$ cat src/isp_pkg.sv
// Package with widths, character codes, parser states and shared types.
`timescale 1ns / 1ps

package isp_pkg;

  // Field widths.
  localparam int CH_W    = 8;
  localparam int VAL_W   = 64;
  localparam int STAT_W  = 2;
  localparam int STATE_W = 3;
  localparam int DIG_W   = 4;

  // Character codes.
  localparam logic [CH_W-1:0] CHAR_0     = 8'h30;
  localparam logic [CH_W-1:0] CHAR_9     = 8'h39;
  localparam logic [CH_W-1:0] CHAR_A     = 8'h61;
  localparam logic [CH_W-1:0] CHAR_F     = 8'h66;
  localparam logic [CH_W-1:0] CHAR_X     = 8'h78;
  localparam logic [CH_W-1:0] CHAR_MINUS = 8'h2d;
  localparam logic [CH_W-1:0] CHAR_SPACE = 8'h20;

  // Largest accumulator that can still take one more decimal digit.
  localparam logic [VAL_W-1:0] DEC_LIMIT = 64'h1999999999999999;

  // Parser states.
  localparam logic [STATE_W-1:0] ST_START  = 3'd0;
  localparam logic [STATE_W-1:0] ST_ZERO   = 3'd1;
  localparam logic [STATE_W-1:0] ST_DEC    = 3'd2;
  localparam logic [STATE_W-1:0] ST_NEG    = 3'd3;
  localparam logic [STATE_W-1:0] ST_HEXPRE = 3'd4;
  localparam logic [STATE_W-1:0] ST_HEX    = 3'd5;
  localparam logic [STATE_W-1:0] ST_TRAIL  = 3'd6;
  localparam logic [STATE_W-1:0] ST_ERR    = 3'd7;

  // Result status codes.
  localparam logic [STAT_W-1:0] STAT_OK   = 2'd0;
  localparam logic [STAT_W-1:0] STAT_BAD  = 2'd1;
  localparam logic [STAT_W-1:0] STAT_UOVF = 2'd2;
  localparam logic [STAT_W-1:0] STAT_SOVF = 2'd3;

  // One registered input character.
  typedef struct packed {
    logic            valid;
    logic [CH_W-1:0] ch;
    logic            last;
  } isp_item_t;

  // Raw end-of-string result before sign handling.
  typedef struct packed {
    logic              valid;
    logic              err;
    logic [STAT_W-1:0] code;
    logic              negative;
    logic [VAL_W-1:0]  accum;
  } isp_raw_t;

endpackage

$ cat src/isp_in_if.sv
// Character channel interface: valid, ready and one character with its last mark.
`timescale 1ns / 1ps

interface isp_in_if;
  logic                    valid;
  logic                    ready;
  logic [isp_pkg::CH_W-1:0] ch;
  logic                    last;

  modport source (output valid, output ch, output last, input ready);
  modport sink   (input valid, input ch, input last, output ready);
endinterface

$ cat src/isp_out_if.sv
// Result channel interface: valid, ready, parsed value and status.
`timescale 1ns / 1ps

interface isp_out_if;
  logic                        valid;
  logic                        ready;
  logic [isp_pkg::VAL_W-1:0]  value;
  logic [isp_pkg::STAT_W-1:0] status;

  modport source (output valid, output value, output status, input ready);
  modport sink   (input valid, input value, input status, output ready);
endinterface

$ cat src/isp_in_stage.sv
// Input register stage that captures one character per transfer.
`timescale 1ns / 1ps

module isp_in_stage (
  input  logic               clk,
  input  logic               rst,
  isp_in_if.sink             in_ch,
  input  logic               take,
  output isp_pkg::isp_item_t item
);
  import isp_pkg::*;

  isp_item_t held;

  // The register may load whenever it is empty or its item leaves this cycle.
  assign in_ch.ready = !held.valid || take;
  assign item        = held;

  // Capture the character and its last mark.
  always_ff @(posedge clk) begin
    if (rst) begin
      held.valid <= 1'b0;
    end else if (in_ch.valid && in_ch.ready) begin
      held.valid <= 1'b1;
      held.ch    <= in_ch.ch;
      held.last  <= in_ch.last;
    end else if (take) begin
      held.valid <= 1'b0;
    end
  end

endmodule

$ cat src/isp_parser.sv
// Parser automaton: per-character state update and raw end-of-string result register.
`timescale 1ns / 1ps

module isp_parser (
  input  logic               clk,
  input  logic               rst,
  input  isp_pkg::isp_item_t item,
  input  logic               raw_adv,
  output logic               take,
  output isp_pkg::isp_raw_t  raw
);
  import isp_pkg::*;

  logic [STATE_W-1:0] pstate;
  logic [STATE_W-1:0] pstate_next;
  logic [VAL_W-1:0]   accum;
  logic [VAL_W-1:0]   accum_next;
  logic               negative;
  logic               negative_next;
  logic [STAT_W-1:0]  err_code;
  logic [STAT_W-1:0]  err_code_next;
  isp_raw_t           raw_q;

  logic               is_dig;
  logic               is_hexl;
  logic [DIG_W-1:0]   dig_val;
  logic [DIG_W-1:0]   hex_val;
  logic               dec_ovf;
  logic               hex_ovf;
  logic [VAL_W-1:0]   dec_acc;
  logic [VAL_W-1:0]   hex_acc;
  logic               raw_free;

  // Character classes and digit values.
  assign is_dig  = (item.ch >= CHAR_0) && (item.ch <= CHAR_9);
  assign is_hexl = (item.ch >= CHAR_A) && (item.ch <= CHAR_F);
  assign dig_val = item.ch[DIG_W-1:0];
  assign hex_val = item.ch[DIG_W-1:0] + 4'd9;

  // Decimal step: accum * 10 + digit, with an exact unsigned overflow check.
  assign dec_acc = {accum[VAL_W-4:0], 3'b000} + {accum[VAL_W-2:0], 1'b0}
                 + {{(VAL_W-DIG_W){1'b0}}, dig_val};
  assign dec_ovf = (accum > DEC_LIMIT) || ((accum == DEC_LIMIT) && (dig_val > 4'd5));

  // Hex step: shift in one nibble; any set bit in the top nibble overflows.
  assign hex_acc = {accum[VAL_W-DIG_W-1:0], (is_dig ? dig_val : hex_val)};
  assign hex_ovf = (accum[VAL_W-1:VAL_W-DIG_W] != '0);

  // An item leaves the input register unless it ends a string and the raw slot is busy.
  assign raw_free = !raw_q.valid || raw_adv;
  assign take     = item.valid && (!item.last || raw_free);
  assign raw      = raw_q;

  // Next state of the automaton for the current character.
  always_comb begin
    pstate_next   = pstate;
    accum_next    = accum;
    negative_next = negative;
    err_code_next = err_code;
    unique case (pstate) inside
      ST_START: begin
        if (is_dig) begin
          accum_next  = {{(VAL_W-DIG_W){1'b0}}, dig_val};
          pstate_next = (item.ch == CHAR_0) ? ST_ZERO : ST_DEC;
        end else if (item.ch == CHAR_MINUS) begin
          negative_next = 1'b1;
          pstate_next   = ST_NEG;
        end else if (item.ch != CHAR_SPACE) begin
          pstate_next   = ST_ERR;
          err_code_next = STAT_BAD;
        end
      end
      ST_NEG: begin
        if (is_dig) begin
          accum_next  = {{(VAL_W-DIG_W){1'b0}}, dig_val};
          pstate_next = (item.ch == CHAR_0) ? ST_ZERO : ST_DEC;
        end else begin
          pstate_next   = ST_ERR;
          err_code_next = STAT_BAD;
        end
      end
      ST_ZERO: begin
        if (is_dig) begin
          accum_next  = {{(VAL_W-DIG_W){1'b0}}, dig_val};
          pstate_next = ST_DEC;
        end else if (item.ch == CHAR_X) begin
          pstate_next = ST_HEXPRE;
        end else if (item.ch == CHAR_SPACE) begin
          pstate_next = ST_TRAIL;
        end else begin
          pstate_next   = ST_ERR;
          err_code_next = STAT_BAD;
        end
      end
      ST_DEC: begin
        if (is_dig) begin
          if (dec_ovf) begin
            pstate_next   = ST_ERR;
            err_code_next = STAT_UOVF;
          end else begin
            accum_next  = dec_acc;
            pstate_next = ST_DEC;
          end
        end else if (item.ch == CHAR_SPACE) begin
          pstate_next = ST_TRAIL;
        end else begin
          pstate_next   = ST_ERR;
          err_code_next = STAT_BAD;
        end
      end
      ST_HEXPRE, ST_HEX: begin
        if (is_dig || is_hexl) begin
          if (hex_ovf) begin
            pstate_next   = ST_ERR;
            err_code_next = STAT_UOVF;
          end else begin
            accum_next  = hex_acc;
            pstate_next = ST_HEX;
          end
        end else begin
          pstate_next   = ST_ERR;
          err_code_next = STAT_BAD;
        end
      end
      ST_TRAIL: begin
        if (item.ch != CHAR_SPACE) begin
          pstate_next   = ST_ERR;
          err_code_next = STAT_BAD;
        end
      end
      default: begin
        // The error state swallows characters until the end of the string.
        pstate_next = ST_ERR;
      end
    endcase
  end

  // Parser state; the end of a string returns it to the start state.
  always_ff @(posedge clk) begin
    if (rst) begin
      pstate   <= ST_START;
      accum    <= '0;
      negative <= 1'b0;
      err_code <= STAT_OK;
    end else if (take) begin
      if (item.last) begin
        pstate   <= ST_START;
        accum    <= '0;
        negative <= 1'b0;
        err_code <= STAT_OK;
      end else begin
        pstate   <= pstate_next;
        accum    <= accum_next;
        negative <= negative_next;
        err_code <= err_code_next;
      end
    end
  end

  // Raw result slot, loaded by the last character of a string.
  always_ff @(posedge clk) begin
    if (rst) begin
      raw_q.valid <= 1'b0;
    end else if (take && item.last) begin
      raw_q.valid    <= 1'b1;
      raw_q.err      <= (pstate_next == ST_ERR);
      raw_q.code     <= (err_code_next == STAT_OK) ? STAT_BAD : err_code_next;
      raw_q.negative <= negative_next;
      raw_q.accum    <= accum_next;
    end else if (raw_adv) begin
      raw_q.valid <= 1'b0;
    end
  end

endmodule

$ cat src/isp_out_stage.sv
// Output stage: sign handling, status selection and the result register.
`timescale 1ns / 1ps

module isp_out_stage (
  input  logic              clk,
  input  logic              rst,
  input  isp_pkg::isp_raw_t raw,
  output logic              raw_adv,
  isp_out_if.source         res
);
  import isp_pkg::*;

  logic               out_valid;
  logic [VAL_W-1:0]   out_value;
  logic [STAT_W-1:0]  out_status;
  logic [STAT_W-1:0]  fmt_status;
  logic [VAL_W-1:0]   fmt_value;

  // The raw result moves on when the output register is empty or being drained.
  assign raw_adv = raw.valid && (!out_valid || res.ready);

  // A negative magnitude with the top bit set is reported as a signed overflow.
  always_comb begin
    if (raw.err) begin
      fmt_status = raw.code;
    end else if (raw.negative && raw.accum[VAL_W-1]) begin
      fmt_status = STAT_SOVF;
    end else begin
      fmt_status = STAT_OK;
    end
    if (fmt_status != STAT_OK) begin
      fmt_value = '0;
    end else if (raw.negative) begin
      fmt_value = '0 - raw.accum;
    end else begin
      fmt_value = raw.accum;
    end
  end

  // Result register.
  always_ff @(posedge clk) begin
    if (rst) begin
      out_valid <= 1'b0;
    end else if (raw_adv) begin
      out_valid <= 1'b1;
    end else if (res.ready) begin
      out_valid <= 1'b0;
    end
  end

  always_ff @(posedge clk) begin
    if (raw_adv) begin
      out_value  <= fmt_value;
      out_status <= fmt_status;
    end
  end

  assign res.valid  = out_valid;
  assign res.value  = out_value;
  assign res.status = out_status;

endmodule

$ cat src/integer_string_parser_core.sv
// Top level of the streaming ASCII decimal and hex integer parser.
//
//   Channel  Role    Payload                 Per transfer
//   in_ch    sink    ch[7:0], last           one character of a string
//   res      source  value[63:0], status[1:0] one result per string, on last
//
// One character is taken every cycle, unless a last character waits for a busy raw
// result slot; the automaton step is one decimal multiply-add by ten and a 64-bit
// limit compare between registers. A result passes the input register, the parser's
// raw result slot, then sign handling into the output register. Reset (rst,
// synchronous) returns the parser to its start state and empties all stages. A
// stalled result keeps its slot and the raw slot; characters that do not end a
// string keep flowing meanwhile.
`timescale 1ns / 1ps

module integer_string_parser_core (
  input  logic      clk,
  input  logic      rst,
  isp_in_if.sink    in_ch,
  isp_out_if.source res
);
  import isp_pkg::*;

  isp_item_t item;
  isp_raw_t  raw;
  logic      take;
  logic      raw_adv;

  // Input register.
  isp_in_stage u_in (
    .clk   (clk),
    .rst   (rst),
    .in_ch (in_ch),
    .take  (take),
    .item  (item)
  );

  // Parser automaton.
  isp_parser u_parse (
    .clk     (clk),
    .rst     (rst),
    .item    (item),
    .raw_adv (raw_adv),
    .take    (take),
    .raw     (raw)
  );

  // Sign handling and result register.
  isp_out_stage u_out (
    .clk     (clk),
    .rst     (rst),
    .raw     (raw),
    .raw_adv (raw_adv),
    .res     (res)
  );

`ifndef SYNTHESIS
  // A failed parse never carries a value.
  a_err_value_zero: assert property (@(posedge clk) disable iff (rst)
    res.valid && (res.status != STAT_OK) |-> (res.value == '0))
    else $error("nonzero value with error status");

  // A new raw result only follows the last character of a string.
  a_raw_from_last: assert property (@(posedge clk) disable iff (rst)
    raw.valid && !$past(raw.valid && !raw_adv) |-> $past(take && item.last))
    else $error("raw result without a last character");

  // Reset leaves no result on the output.
  a_reset_empty: assert property (@(posedge clk)
    !rst && $past(rst) |-> !res.valid)
    else $error("result valid right after reset");
`endif

endmodule

$ cat src/flat_wrapper.sv
// flat-port wrapper written by rule: the top's interface ports become plain ports
module integer_string_parser_core_flat import isp_pkg::*;
  (clk, rst, in_ch_valid, in_ch_ch, in_ch_last, in_ch_ready, res_valid, res_value, res_status, res_ready);
  isp_in_if in_ch_i ();
  isp_out_if res_i ();
  input  logic clk;
  input  logic rst;
  input wire logic [$bits(in_ch_i.valid)-1:0] in_ch_valid;
  input wire logic [$bits(in_ch_i.ch)-1:0] in_ch_ch;
  input wire logic [$bits(in_ch_i.last)-1:0] in_ch_last;
  output wire logic [$bits(in_ch_i.ready)-1:0] in_ch_ready;
  output wire logic [$bits(res_i.valid)-1:0] res_valid;
  output wire logic [$bits(res_i.value)-1:0] res_value;
  output wire logic [$bits(res_i.status)-1:0] res_status;
  input wire logic [$bits(res_i.ready)-1:0] res_ready;
  assign in_ch_i.valid = in_ch_valid;
  assign in_ch_i.ch = in_ch_ch;
  assign in_ch_i.last = in_ch_last;
  assign in_ch_ready = in_ch_i.ready;
  assign res_valid = res_i.valid;
  assign res_value = res_i.value;
  assign res_status = res_i.status;
  assign res_i.ready = res_ready;
  integer_string_parser_core u_core (.clk(clk), .rst(rst), .in_ch(in_ch_i), .res(res_i));
endmodule
$ cat config.mk
export PLATFORM = sky130hd
export DESIGN_NAME = integer_string_parser_core_flat
export DESIGN_NICKNAME = d
export VERILOG_FILES = /design/src/isp_pkg.sv /design/src/isp_in_if.sv /design/src/isp_out_if.sv /design/src/isp_in_stage.sv /design/src/isp_parser.sv /design/src/isp_out_stage.sv /design/src/integer_string_parser_core.sv /design/src/flat_wrapper.sv
export SDC_FILE = /design/constraint.sdc
export NUM_CORES = 1
export LEC_CHECK = 0
export BUFFER_PORTS_ARGS = -buffer_cell sky130_fd_sc_hd__buf_4
export CAP_MARGIN = 10
export CORE_MARGIN = 2
export CORE_UTILIZATION = 43
export DETAILED_ROUTE_END_ITERATION = 7
export PLACE_DENSITY = 0.57
export SYNTH_ARGS = -nofsm -noshare
export SYNTH_HDL_FRONTEND = slang
export SYNTH_SLANG_ARGS = --single-unit
$ cat constraint.sdc
create_clock -name clk -period 9.25 [get_ports clk]
set_input_delay 0.4625 -clock clk [delete_from_list [all_inputs] [get_ports clk]]
set_output_delay 0.4625 -clock clk [all_outputs]
set_load 0.02 [all_outputs]
Word-level counts from Yosys, hierarchy flattened
Index checks and enable logic that the tools add are counted.
Word-level totals
  latch bits: 0
  output and inout port bits: 68
  flip-flop bits (word level): 216
  RAM bits: 0
  logic and storage cells: 116
  memory bits (read-only): 0
  memories kept: 0
  input port bits: 13
Cells by class
  shift-type cells: 0
  equal/unequal tests: 13
  muxes and demuxes: 48
  reductions and logical operators: 29
  $mul: 0
  add/subtract/negate cells: 4
  bitwise gates (word level): 1
  divide/modulo/power cells: 0
  order comparisons: 6
Operators with widths (number)
  two-way mux 64 bit: 7
  case mux 64 bit (3 select lines): 1
  adder 64 x 4 -> 64 bit: 1
  adder 64 bit: 1
  equality test 64 x 61 -> 1 bit, second input constant: 1
  greater-than comparator 64 x 61 -> 1 bit, second input constant: 1
  subtractor 1 x 64 -> 64 bit, first input constant: 1
  two-way mux 2 bit: 17
  two-way mux 3 bit: 9
  equality test 8 x 6 -> 1 bit, second input constant: 3
  case mux 3 bit (6 select lines): 1
  equality test 3 bit, second input constant: 4
  case mux 2 bit (6 select lines): 1
  two-way mux 1 bit: 11
  equality test 8 x 7 -> 1 bit, second input constant: 1
  >= comparator 8 x 6 -> 1 bit, second input constant: 1
  >= comparator 8 x 7 -> 1 bit, second input constant: 1
  <= comparator 8 x 6 -> 1 bit, second input constant: 1
  <= comparator 8 x 7 -> 1 bit, second input constant: 1
  logical AND 1 bit: 8
  inequality test 8 x 6 -> 1 bit, second input constant: 1
  nonzero test 2 bit: 4
  equality test 3 x 2 -> 1 bit, second input constant: 2
  logical OR 1 bit: 6
  12 further kinds: 16

Logic depth before layout (Yosys ltp)
Gate-level depths: netlist of the first run.
  depth in word-level cells: 9
  depth in mapped cells: 16
  gate-level depth less buffers: 14

Modules after synthesis
From an unflattened synthesis of the first run, not the netlist that was laid out.
Unflattened totals
  cells, all modules: 1632
  area, all modules: 15025.7 um^2
Modules (own cells, without submodules)
  isp_parser: sequential area each 3463.3 um^2, times used 1, cells an instance 1257, area each 10810.4 um^2
  isp_out_stage: sequential area each 2001.9 um^2, times used 1, cells an instance 361, area each 3890.0 um^2
  isp_in_stage: sequential area each 290.3 um^2, times used 1, cells an instance 14, area each 325.3 um^2

Worst setup path before layout of the first run
OpenSTA, ideal clock, no wires.
  path kind: register -> register
  from: register u_core.u_out.out_valid (netlist: u_core.u_out.res.valid)
  to: register u_core.u_parse.raw_q (netlist bit u_core.u_parse.raw[0]) (enable)
  path buffers: 0
  required time: 8.756 ns
  cell stages (with the launch flop): 5
  clock period less this slack: 4.323 ns
  setup time: 0.494 ns
  path slack: 4.927 ns
  arrival time: 3.828 ns
  path through: dfxtp_1 -> nor2b_1 -> a31oi_1 -> nand2_1 -> nor2_1
Between the ends
  word-level cells in the longest chain between the ends: 8
Ends and longest elaborated chain
  start, declared: line isp_out_stage.sv:13  | logic out_valid;
  start signal, assigned: line isp_out_stage.sv:43  | out_valid <= 1'b0;
  start signal, assigned: line isp_out_stage.sv:45  | out_valid <= 1'b1;
  start signal, assigned: line isp_out_stage.sv:47  | out_valid <= 1'b0;
  zero test 1 bit: line isp_out_stage.sv:20  | assign raw_adv = raw.valid && (!out_valid || res.ready);
  logical OR 1 bit: line isp_out_stage.sv:20
  logical AND 1 bit: line isp_out_stage.sv:20
  logical OR 1 bit: line isp_parser.sv:50  | assign raw_free = !raw_q.valid || raw_adv;
  logical OR 1 bit: line isp_parser.sv:51  | assign take = item.valid && (!item.last || raw_free);
  logical AND 1 bit: line isp_parser.sv:51
  logical AND 1 bit: line isp_parser.sv:164  | end else if (take && item.last) begin
  AND reduction 2 bit (no source line)
  end, declared: line isp_parser.sv:22  | isp_raw_t raw_q;
Every way passes these cells.
A chain may end at the register's enable or synchronous reset.

Worst setup path after layout of the first run
  from: register u_core.u_in.held (netlist bit u_core.u_in.item[4])
  to: register u_core.u_parse.raw_q (netlist bit u_core.u_parse.raw[62]) (data pin)
Between the ends
  word-level cells in the longest chain between the ends: 6
Ends and longest elaborated chain
  start, declared: line isp_in_stage.sv:13  | isp_item_t held;
  branches (longest 5 deep; another with adder 64 x 4 -> 64 bit)
  case mux 64 bit (3 select lines) *: line isp_parser.sv:60  | unique case (pstate) inside
  via u_core.u_parse.accum_next[62]: line isp_parser.sv:17  | logic [VAL_W-1:0] accum_next;
Mark *: on every way through the listed nets, which the timed path passes.

==> qor.yml, run 1 <==
status:
  status: "complete, no violations"
sta:
  setup_viol: 0
  final.period_utilization_pct: 54.0
  fmax_mhz: 200
  slew_headroom_pct: 25.4
  worst_pin_slew_ps: 1120
  fin_skew_ps: 10.3
  whs_ps: 85.1
  post-route-min-period_ps: 4990
  slew_viol_final: 0
  hold_viol: 0
  rsz0062_at_grt: "false"
  tns_ps: 0
  layout_setup_ws_ps: 4260
logic_synthesis:
  yosysSeqAreaShare_pct: 37.4
  yosys.area.top_type: "edfxtp_1"
  syn_area_um2: 15400
  synth_top_area_share_pct: 27.9
  ys_ff_latch: 216
  ys.flop_type: "edfxtp_1"
  synth-edff-count: 143
  synthCells: 1700
  syn-num-nets: 1843
  post_synth.cell_area_avg_um2: 9.04
  ys_async_sr_fraction_pct: 0
  ys.warnings.count: 0
  synthTopCellsByArea: "edfxtp_1, ha_1, dfxtp_1"
  ys_types: 83
detailed_routing:
  drt_wl_total_um: 45400
  via_per_inst: 6.01
  first_iter_violations: 1047
  drc: 0
  ant_nets: 0
  wl_per_cell_um: 20.5
  vias: 13347
  dr.pass1.iters: 5
grt:
  grt_util_met3_pct: 3.38
  track_usage_pct: 24.5
  met1_usage_pct: 36.4
  antenna_found_initial: 0
  overflow: 0
  grt_pass1_vias: 12510
  grt_max_degree: 69
  grt_first_pass_wirelength_um: 71800
  met2_usage_pct: 37.8
  grt.busiest_layer: "met2"
clock_tree:
  cts_resized: 0
  holdBufCountCts: 0
  clk_latency_ps: 550
  clock-sinks: 216
  cts_tree: "yes"
  root_buffer: "clkbuf_16"
  clk_path_buf_depth: 3
  clk_pin_slew_ps: 60
  numCtsBuffers: 25
  post_cts_buffers: 0
  htreeDepth: 1
setup_path:
  r2r_slack_ps: 4260
  cp-start-kind: "flip-flop"
  reg2reg_depth: 14
  worstPathRequired_ps: 9540
  crit_fanout: 8
  path_class: "reg -> reg"
  crit_path_end_kind: "flip-flop"
  crit_arrival_ps: 5280
floorplanning:
  fp.dieW_um: 193
  fp.dieH_um: 193
  initial_core_util_pct: 43.4
  pin_count: 81
  core_um2: 35400
  die_area_um2: 37300
  rows: 69
layout:
  area_growth_pct: 12.0
  mostFrequentLayoutCells: "nor2_1, nand2_1, edfxtp_1"
  design_area_um2: 17200
  finalNetCount: 1882
  mostFrequentLayoutCell: "nor2_1"
  layout-drive-gt1-share_pct: 9.90
hold_path:
  hp-class: "in -> reg"
  hold_depth: 1
power:
  pwr-share-clk_pct: 45.6
  power_density_nw_per_um2: 126
  internal_power_mw: 1.66
  switching_share_pct: 23.7
  p_leak_nw: 6.88
  switchingPower_mw: 0.515
  total_power_mw: 2.17
  ir_drop_mv: 0.132
  power_frac_seq_pct: 48.7
  p_comb_share_pct: 5.6
place:
  hpwl_um: 34100
  dp_worst_setup_slack_ps: 4250
  portBuffers: 80
  globalplace.congestion: 0.911
  dpl_cell_area_um2: 16400
job:
  maxCapViolCount: 0
==> final timing paths <==
check                               start                       to
hold reg to reg   u_core.u_parse.negative  u_core.u_parse.negative
setup / recovery      u_core.u_in.item[4]   u_core.u_parse.raw[62]
setup reg to reg      u_core.u_in.item[4]   u_core.u_parse.raw[62]
hold / removal                 in_ch_last      u_core.u_in.item[0]
==> power groups by stage <==
stage               clock (mW)  sequential, mW  combinational [mW]
global route              1.05            1.06               0.135
floorplan                    0            1.08              0.0781
global placement             0            1.08               0.122
CTS                       1.02            1.06               0.123
detailed placement           0            1.08               0.122
finish                   0.991            1.06               0.122
==> through the flow <==
stage / utilization [%] / cells
after floorplan: - / 1700
after global placement: 46.3 / 2173
after detailed placement: 46.3 / 2173
after CTS: 48.6 / 2219
after global routing: 48.6 / 2219
final: 48.7 / 2220
==> cell type report <==
type                    count  area [um2]
fillers                  3444       18200
multi-input cells        1364        9200
flip-flops and latches    216        5760
repair buffers             97         728
clock buffers              31         668
well taps                 461         577
clock inverters            15         163
inverters                  35         131
diodes                      1        2.50
==> per-layer routing <==
layer / share of wire, % / vias to the layer above
li1: - / 6507
met1: 48 / 6381
met2: 43 / 406
met3: 6.3 / 53
met4: 2.1 / 0
met5: 0 / -
==> registers in the layout (all words and copies together) (netlist names) <==
signal                   count
u_core.u_in.item            10
u_core.u_parse.err_code      2
u_core.u_parse.pstate        3
u_core.u_parse.accum        64
u_core.u_parse.negative      1
u_core.u_out.res.valid       1
u_core.u_parse.raw          69
u_core.u_out.res.status      2
u_core.u_out.res.value      64
==> synth_stat cells, types with 12 or more instances <==
cell type / count
nor2_1: 177
xor2_1: 62
o211ai_1: 13
or3_1: 15
nor2b_1: 15
nand3_1: 32
o21ai_0: 109
ha_1: 128
a221o_1: 13
nand4_1: 25
a22oi_1: 33
dfxtp_1: 73
a22o_1: 46
and3_1: 13
a211oi_1: 12
and2_1: 12
xnor2_1: 55
nand2_1: 165
o21ai_1: 26
edfxtp_1: 143
nor3_1: 30
nand2b_1: 14
a21o_1: 42
a21oi_1: 124
clkbuf_1: 75
inv_1: 35
o31ai_1: 21
a221oi_1: 22
a31oi_1: 12
==> kinds of logic after synthesis <==
group,count (synthesis),synth area share (%)
flip-flops,216,37.4
AND/OR/NAND/NOR,551,17.1
adder cells (fa/ha/maj),130,10.7
multiplexers,6,0.399
buffers and inverters,120,3.01
XOR/XNOR,117,6.67
AO/OA/AOI/OAI,560,24.7
==> critical path: stages (launching register included) <==
cell       delay [ps]
edfxtp_1          480
inv_1             160
fa_1              510
inv_1              70
fa_1              490
a211oi_1          330
nor2_1            110
o31ai_1           350
a211oi_1          130
a2111oi_0         910
nor3_1            240
a41oi_1           440
o21ai_0           200
xnor2_1           200
o21ai_0           110
Power figures use the tool's default switching activity.
==> run 2: changes to the inputs <==
--- a/config.mk
+++ b/config.mk
@@ -10,7 +10,7 @@
 export CORE_MARGIN = 2
 export CORE_UTILIZATION = 43
 export DETAILED_ROUTE_END_ITERATION = 7
-export PLACE_DENSITY = 0.57
+export PLACE_DENSITY = 0.6
 export SYNTH_ARGS = -nofsm -noshare
 export SYNTH_HDL_FRONTEND = slang
 export SYNTH_SLANG_ARGS = --single-unit
==> constraint.sdc (replaced) <==
create_clock -name clk -period 4.5 [get_ports clk]
set_input_delay 0.225 -clock clk [delete_from_list [all_inputs] [get_ports clk]]
set_output_delay 0.225 -clock clk [all_outputs]
set_load 0.02 [all_outputs]
==> qor.yml, run 2 (synthesis gave the netlist of run 1 again) <==
status:
  status: "complete, no violations"
clock_tree:
  root_buffer: "clkbuf_16"
  cts_tree: "yes"
  clk_latency_ps: 540  # about the same
  htreeDepth: 1  # unchanged
  clk_pin_slew_ps: 60  # about the same
  numCtsBuffers: 25  # unchanged
  clk_path_buf_depth: 3  # unchanged
  clock-sinks: 216  # unchanged
  post_cts_buffers: 0  # unchanged
detailed_routing:
  wl_per_cell_um: 20.2  # -1.4%
  drc: 0  # unchanged
  dr.pass1.iters: 7  # +2
  wl_met1_um: 21300  # -2.8%
  highest_layer: "met4"
  wl_met2_um: 19800  # +0.74%
  via_per_inst: 5.96  # -0.90%
  ant_nets: 0  # unchanged
  vias: 13448  # +0.76%
  drt_wl_total_um: 45500  # +0.25%
  first_iter_violations: 902  # -14%
  met3_length_um: 3540  # +23%
layout:
  mostFrequentLayoutCells: "nor2_1, nand2_1, edfxtp_1"
  nFillCells: 3399  # -1.3%
  diodes: 0  # -1
  design_area_um2: 17600  # +1.9%
  multiInputGateArea_um2: 9210  # +0.12%
  mostFrequentLayoutCell: "nor2_1"
  final_util_pct: 49.6  # +0.95 points
  fin_cells: 2257  # +1.7%
  finalNetCount: 1922  # +2.1%
  largest_reg_flops: 69  # unchanged
  layout-drive-gt1-share_pct: 11.4  # +1.5 points
  area_growth_pct: 14.2
  seqCellArea_um2: 5760  # unchanged
setup_path:
  slowest_delay_ps: 520  # -390 ps
  path_class: "reg -> reg"
  crit_buf_inv: 3  # +1
  cp_slowest_cell: "fa_1"
  r2r_slack_ps: 300  # -3960 ps
  path_cells: "inv_1 -> fa_1 -> inv_1 -> fa_1 -> a211oi_1 -> nor2_1 -> o31ai_2 -> a211oi_1 -> a2111oi_2 -> buf_4 -> nor3_1 -> a41oi_1 -> o21ai_0 -> xnor2_1 -> o21ai_0"
  crit_arrival_ps: 4470  # -810 ps
  crit_path_end_kind: "flip-flop"
  worstPathRequired_ps: 4770  # -4770 ps
  cp-start-kind: "flip-flop"
  crit_fanout: 3  # -5
  cp_top_family: "compound AO/OA/AOI/OAI gates"
grt:
  grt_pass1_vias: 12713  # +1.6%
  grt_first_pass_wirelength_um: 71800  # about the same
  track_usage_pct: 24.6  # +0.066 points
  grt_max_degree: 69  # unchanged
  antenna_found_initial: 1  # +1
  overflow: 0  # unchanged
power:
  ir_drop_mv: 0.211  # +59%
  power_density_nw_per_um2: 255  # +100%
  p_leak_nw: 7.05  # +2.5%
  total_power_mw: 4.47  # +110%
floorplanning:
  rows: 69  # unchanged
  fp.dieH_um: 193  # unchanged
  initial_core_util_pct: 43.4  # unchanged
  fp.dieW_um: 193  # unchanged
  core_um2: 35400  # unchanged
  pin_count: 81  # unchanged
  die_area_um2: 37300  # unchanged
sta:
  worst_pin_slew_ps: 1170  # +55.9 ps
  hold_viol: 0  # unchanged
  whs_ps: 58.4  # -26.7 ps
  layout_setup_ws_ps: 297  # -3960 ps
  slew_viol_final: 0  # unchanged
  post-route-min-period_ps: 4200  # -792 ps
  fin_skew_ps: 20.0  # +9.63 ps
  rsz0062_at_grt: "false"
  slew_headroom_pct: 21.4  # -4.0 points
  final.period_utilization_pct: 93.4  # +39 points
  fmax_mhz: 238  # +19%
  setup_viol: 0  # unchanged
  tns_ps: 0  # unchanged
hold_path:
  hp-class: "in -> reg"
job:
  maxCapViolCount: 0  # unchanged
place:
  globalplace.congestion: 0.898  # -1.5%
  dp_cells: 2203  # +1.4%
  portBuffers: 80  # unchanged
  hpwl_um: 34500  # +1.3%
  dpl_cell_area_um2: 16600  # +1.5%
  dp_worst_setup_slack_ps: -45.6  # -4300 ps
-- run 2: final cells by class --
class,instances,area share (%)
Sequential cell,216,32.8
Inverter,35,0.748
Tap cell,461,3.29
Clock buffer,29,3.71
Clock inverter,15,0.962
Multi-Input combinational cell,1364,52.4
Timing Repair Buffer,137,6.07
-- run 2: timing repair --
action | in CTS | in global routing
setup endpoints to repair | 1 | 5
resized for setup | 1 | 2
endpoints found under the hold margin | 10 | 0
hold buffers | 10 | 0
cloned | 0 | 0
-- run 2: worst paths after layout --
path,startpoint,to,cells past startpoint
hold reg to reg,u_core.u_in.item[9],u_core.u_parse.raw[68],2
setup / recovery,u_core.u_parse.accum[0],u_core.u_parse.raw[62],15
hold / removal,rst,u_core.u_parse.pstate[1],2
setup reg to reg,u_core.u_parse.accum[0],u_core.u_parse.raw[62],15
-- run 2: power breakdown --
group | switching [mW] | internal, mW
combinational | 0.180 | 0.0934
sequential | 0.0302 | 2.14
clock | 0.824 | 1.21
-- run 2: per-layer routing --
metal  track usage (%)  vias up
li1                  -     6586
met1              35.8     6379
met2              37.6      418
met3              4.58       65
met4              5.89        0
met5                 0        -
==> run 3: changes to the inputs <==
--- a/config.mk
+++ b/config.mk
@@ -8,9 +8,9 @@
 export BUFFER_PORTS_ARGS = -buffer_cell sky130_fd_sc_hd__buf_4
 export CAP_MARGIN = 10
 export CORE_MARGIN = 2
-export CORE_UTILIZATION = 43
+export CORE_UTILIZATION = 40
 export DETAILED_ROUTE_END_ITERATION = 7
-export PLACE_DENSITY = 0.6
+export PLACE_DENSITY = 0.56
 export SYNTH_ARGS = -nofsm -noshare
 export SYNTH_HDL_FRONTEND = slang
 export SYNTH_SLANG_ARGS = --single-unit
==> qor.yml, run 3 (synthesis gave the netlist of run 1 again) <==
sta:
  fin_skew_ps: 11.0  # -8.97 ps
  slew_headroom_pct: 33.4  # +12 points
  post-route-min-period_ps: 4250  # +47.7 ps
  setup_viol: 0  # unchanged
  tns_ps: 0  # unchanged
  rsz0062_at_grt: "false"
  final.period_utilization_pct: 94.5  # +1.1 points
  worst_pin_slew_ps: 999  # -173 ps
  fmax_mhz: 235  # -1.1%
  slew_viol_final: 0  # unchanged
  whs_ps: 40.8  # -17.6 ps
  hold_viol: 0  # unchanged
clock_tree:
  htreeDepth: 1  # unchanged
  clk_latency_ps: 540  # about the same
  numCtsBuffers: 26  # +4.0%
  cts_tree: "yes"
  clk_path_buf_depth: 3  # unchanged
  clock-sinks: 216  # unchanged
  clk_pin_slew_ps: 60  # about the same
  root_buffer: "clkbuf_16"
setup_path:
  reg2reg_depth: 15  # unchanged
  path_cells: "inv_1 -> fa_1 -> inv_1 -> fa_1 -> a211oi_1 -> nor2_1 -> o31ai_2 -> a211oi_1 -> a2111oi_1 -> buf_4 -> nor3_1 -> a41oi_1 -> o21ai_0 -> xnor2_1 -> o21ai_0"
  crit_path_end_kind: "flip-flop"
  reg2reg_to: "u_core.u_parse.raw[62]"
  crit_path_start: "u_core.u_parse.accum[0]"
  cp-endpoint: "u_core.u_parse.raw[62]"
  path_class: "reg -> reg"
  crit_fanout: 3  # unchanged
  r2r_slack_ps: 250  # -50 ps
  cp_slowest_cell: "a2111oi_1"
  r2r_start: "u_core.u_parse.accum[0]"
  cp-start-kind: "flip-flop"
  slowest_delay_ps: 530  # about the same
  crit_arrival_ps: 4540  # +70 ps
  worstPathRequired_ps: 4790  # +20 ps
detailed_routing:
  drc: 0  # unchanged
  first_iter_violations: 1200  # +33%
  wl_per_cell_um: 20.2  # about the same
  via_per_inst: 5.88  # -1.2%
  vias: 13593  # +1.1%
  drt_wl_total_um: 46600  # +2.4%
  ant_nets: 0  # unchanged
  dr.pass1.iters: 5  # -2
floorplanning:
  fp.dieH_um: 200  # +3.6%
  initial_core_util_pct: 40.7  # -2.7 points
  pin_count: 81  # unchanged
  die_area_um2: 40000  # +7.3%
  core_um2: 37800  # +6.7%
  fp.dieW_um: 200  # +3.6%
  rows: 71  # +2.9%
layout:
  largest_reg_flops: 69  # unchanged
  fin_cells: 2310  # +2.3%
  mostFrequentLayoutCells: "nor2_1, nand2_1, edfxtp_1"
  finalNetCount: 1922  # unchanged
  layout-drive-gt1-share_pct: 11.2  # -0.19 points
  multiInputGateArea_um2: 9200  # about the same
  seqCellArea_um2: 5760  # unchanged
  nFillCells: 3587  # +5.5%
  diodes: 0  # unchanged
  mostFrequentLayoutCell: "nor2_1"
  area_growth_pct: 14.9
  final_util_pct: 46.8  # -2.8 points
  design_area_um2: 17700  # +0.62%
place:
  portBuffers: 80  # unchanged
  dp_cells: 2251  # +2.2%
  dpl_cell_area_um2: 16700  # +0.36%
  globalplace.congestion: 0.947  # +5.5%
  hpwl_um: 35000  # +1.3%
grt:
  grt_pass1_vias: 12717  # +0.031%
  grt_max_degree: 69  # unchanged
  track_usage_pct: 23.1  # -1.5 points
  antenna_found_initial: 0  # -1
  overflow: 0  # unchanged
  grt_first_pass_wirelength_um: 72500  # +0.91%
power:
  ir_drop_mv: 0.212  # +0.49%
  power_density_nw_per_um2: 258  # +1.1%
  p_leak_nw: 7.06  # +0.17%
hold_path:
  hold_depth: 2  # unchanged
  hp-class: "in -> reg"
job:
  maxCapViolCount: 0  # unchanged
status:
  status: "complete, no violations"
==> run 3: cell count changes in the layout (fill, tap and decap cells not counted), sizes merged <==
cell,before,now
buf,127,126
clkinv,8,7
bufinv,3,2
clkbuf,29,35
==> run 3: layer usage <==
layer | part of all wire, % | GRT usage, % | wire length [um] | up-vias
met1 | 49 | 33.9 | 22600 | 6493
met2 | 43 | 36.2 | 20200 | 450
met4 | 1.7 | 5.65 | 801 | 0
met3 | 6.4 | 2.74 | 2980 | 57
met5 | 0 | 0 | 0 | -
li1 | - | - | - | 6593
==> run 3: cell type report <==
class                           count  area share (%)
Clock inverter                     13           0.722
Multi-Input combinational cell   1364            52.1
Timing Repair Buffer              136            6.13
Clock buffer                       35            4.11
Tap cell                          511            3.62
Inverter                           35           0.744
Sequential cell                   216            32.6
==> run 3: worst min-delay path by stage <==
stage | startpoint | endpoint | slack (ps)
5_1_grt | rst | u_core.u_out.res.valid | 30
2_1_floorplan | in_ch_last | u_core.u_in.item[0] | 320
3_3_place_gp | in_ch_ch[4] | u_core.u_in.item[5] | 410
3_5_place_dp | in_ch_ch[0] | u_core.u_in.item[1] | 400
6_report | rst | u_core.u_out.res.valid | 40
4_1_cts | rst | u_core.u_in.item[9] | 20
==> run 3: worst max-delay path, delay by kind of cell, from the launching register on <==
| family | cells | cell delay [ps] |
|---|---|---|
| buffers and inverters | 3 | 330 |
| adder cells (fa/ha/maj) | 2 | 1000 |
| XOR/XNOR | 1 | 210 |
| AND/OR/NAND/NOR | 2 | 210 |
| AO/OA/AOI/OAI | 7 | 1910 |
| flip-flops | 1 | 330 |
==> run 3: power by group <==
group	total, mW	switching (mW)	internal, mW
clock	2.10	0.851	1.25
sequential	2.17	0.0307	2.14
combinational	0.287	0.188	0.0989
total	4.55	1.07	3.48
==> run 3: timing repair <==
item,CTS,global route
endpoints found under the setup margin,0,6
hold buffers,10,0
hold endpoints to repair,10,0
buffers inserted,0,0
resized for setup,0,2
==> run 3: per-stage QoR <==
stage | power [mW] | setup slack [ps]
after floorplan | 2.37 | 177
after global placement | 2.48 | 117
after detailed placement | 2.49 | 72.2
after CTS | 4.59 | 45.8
after global routing | 4.70 | 3.37
final | 4.55 | 250
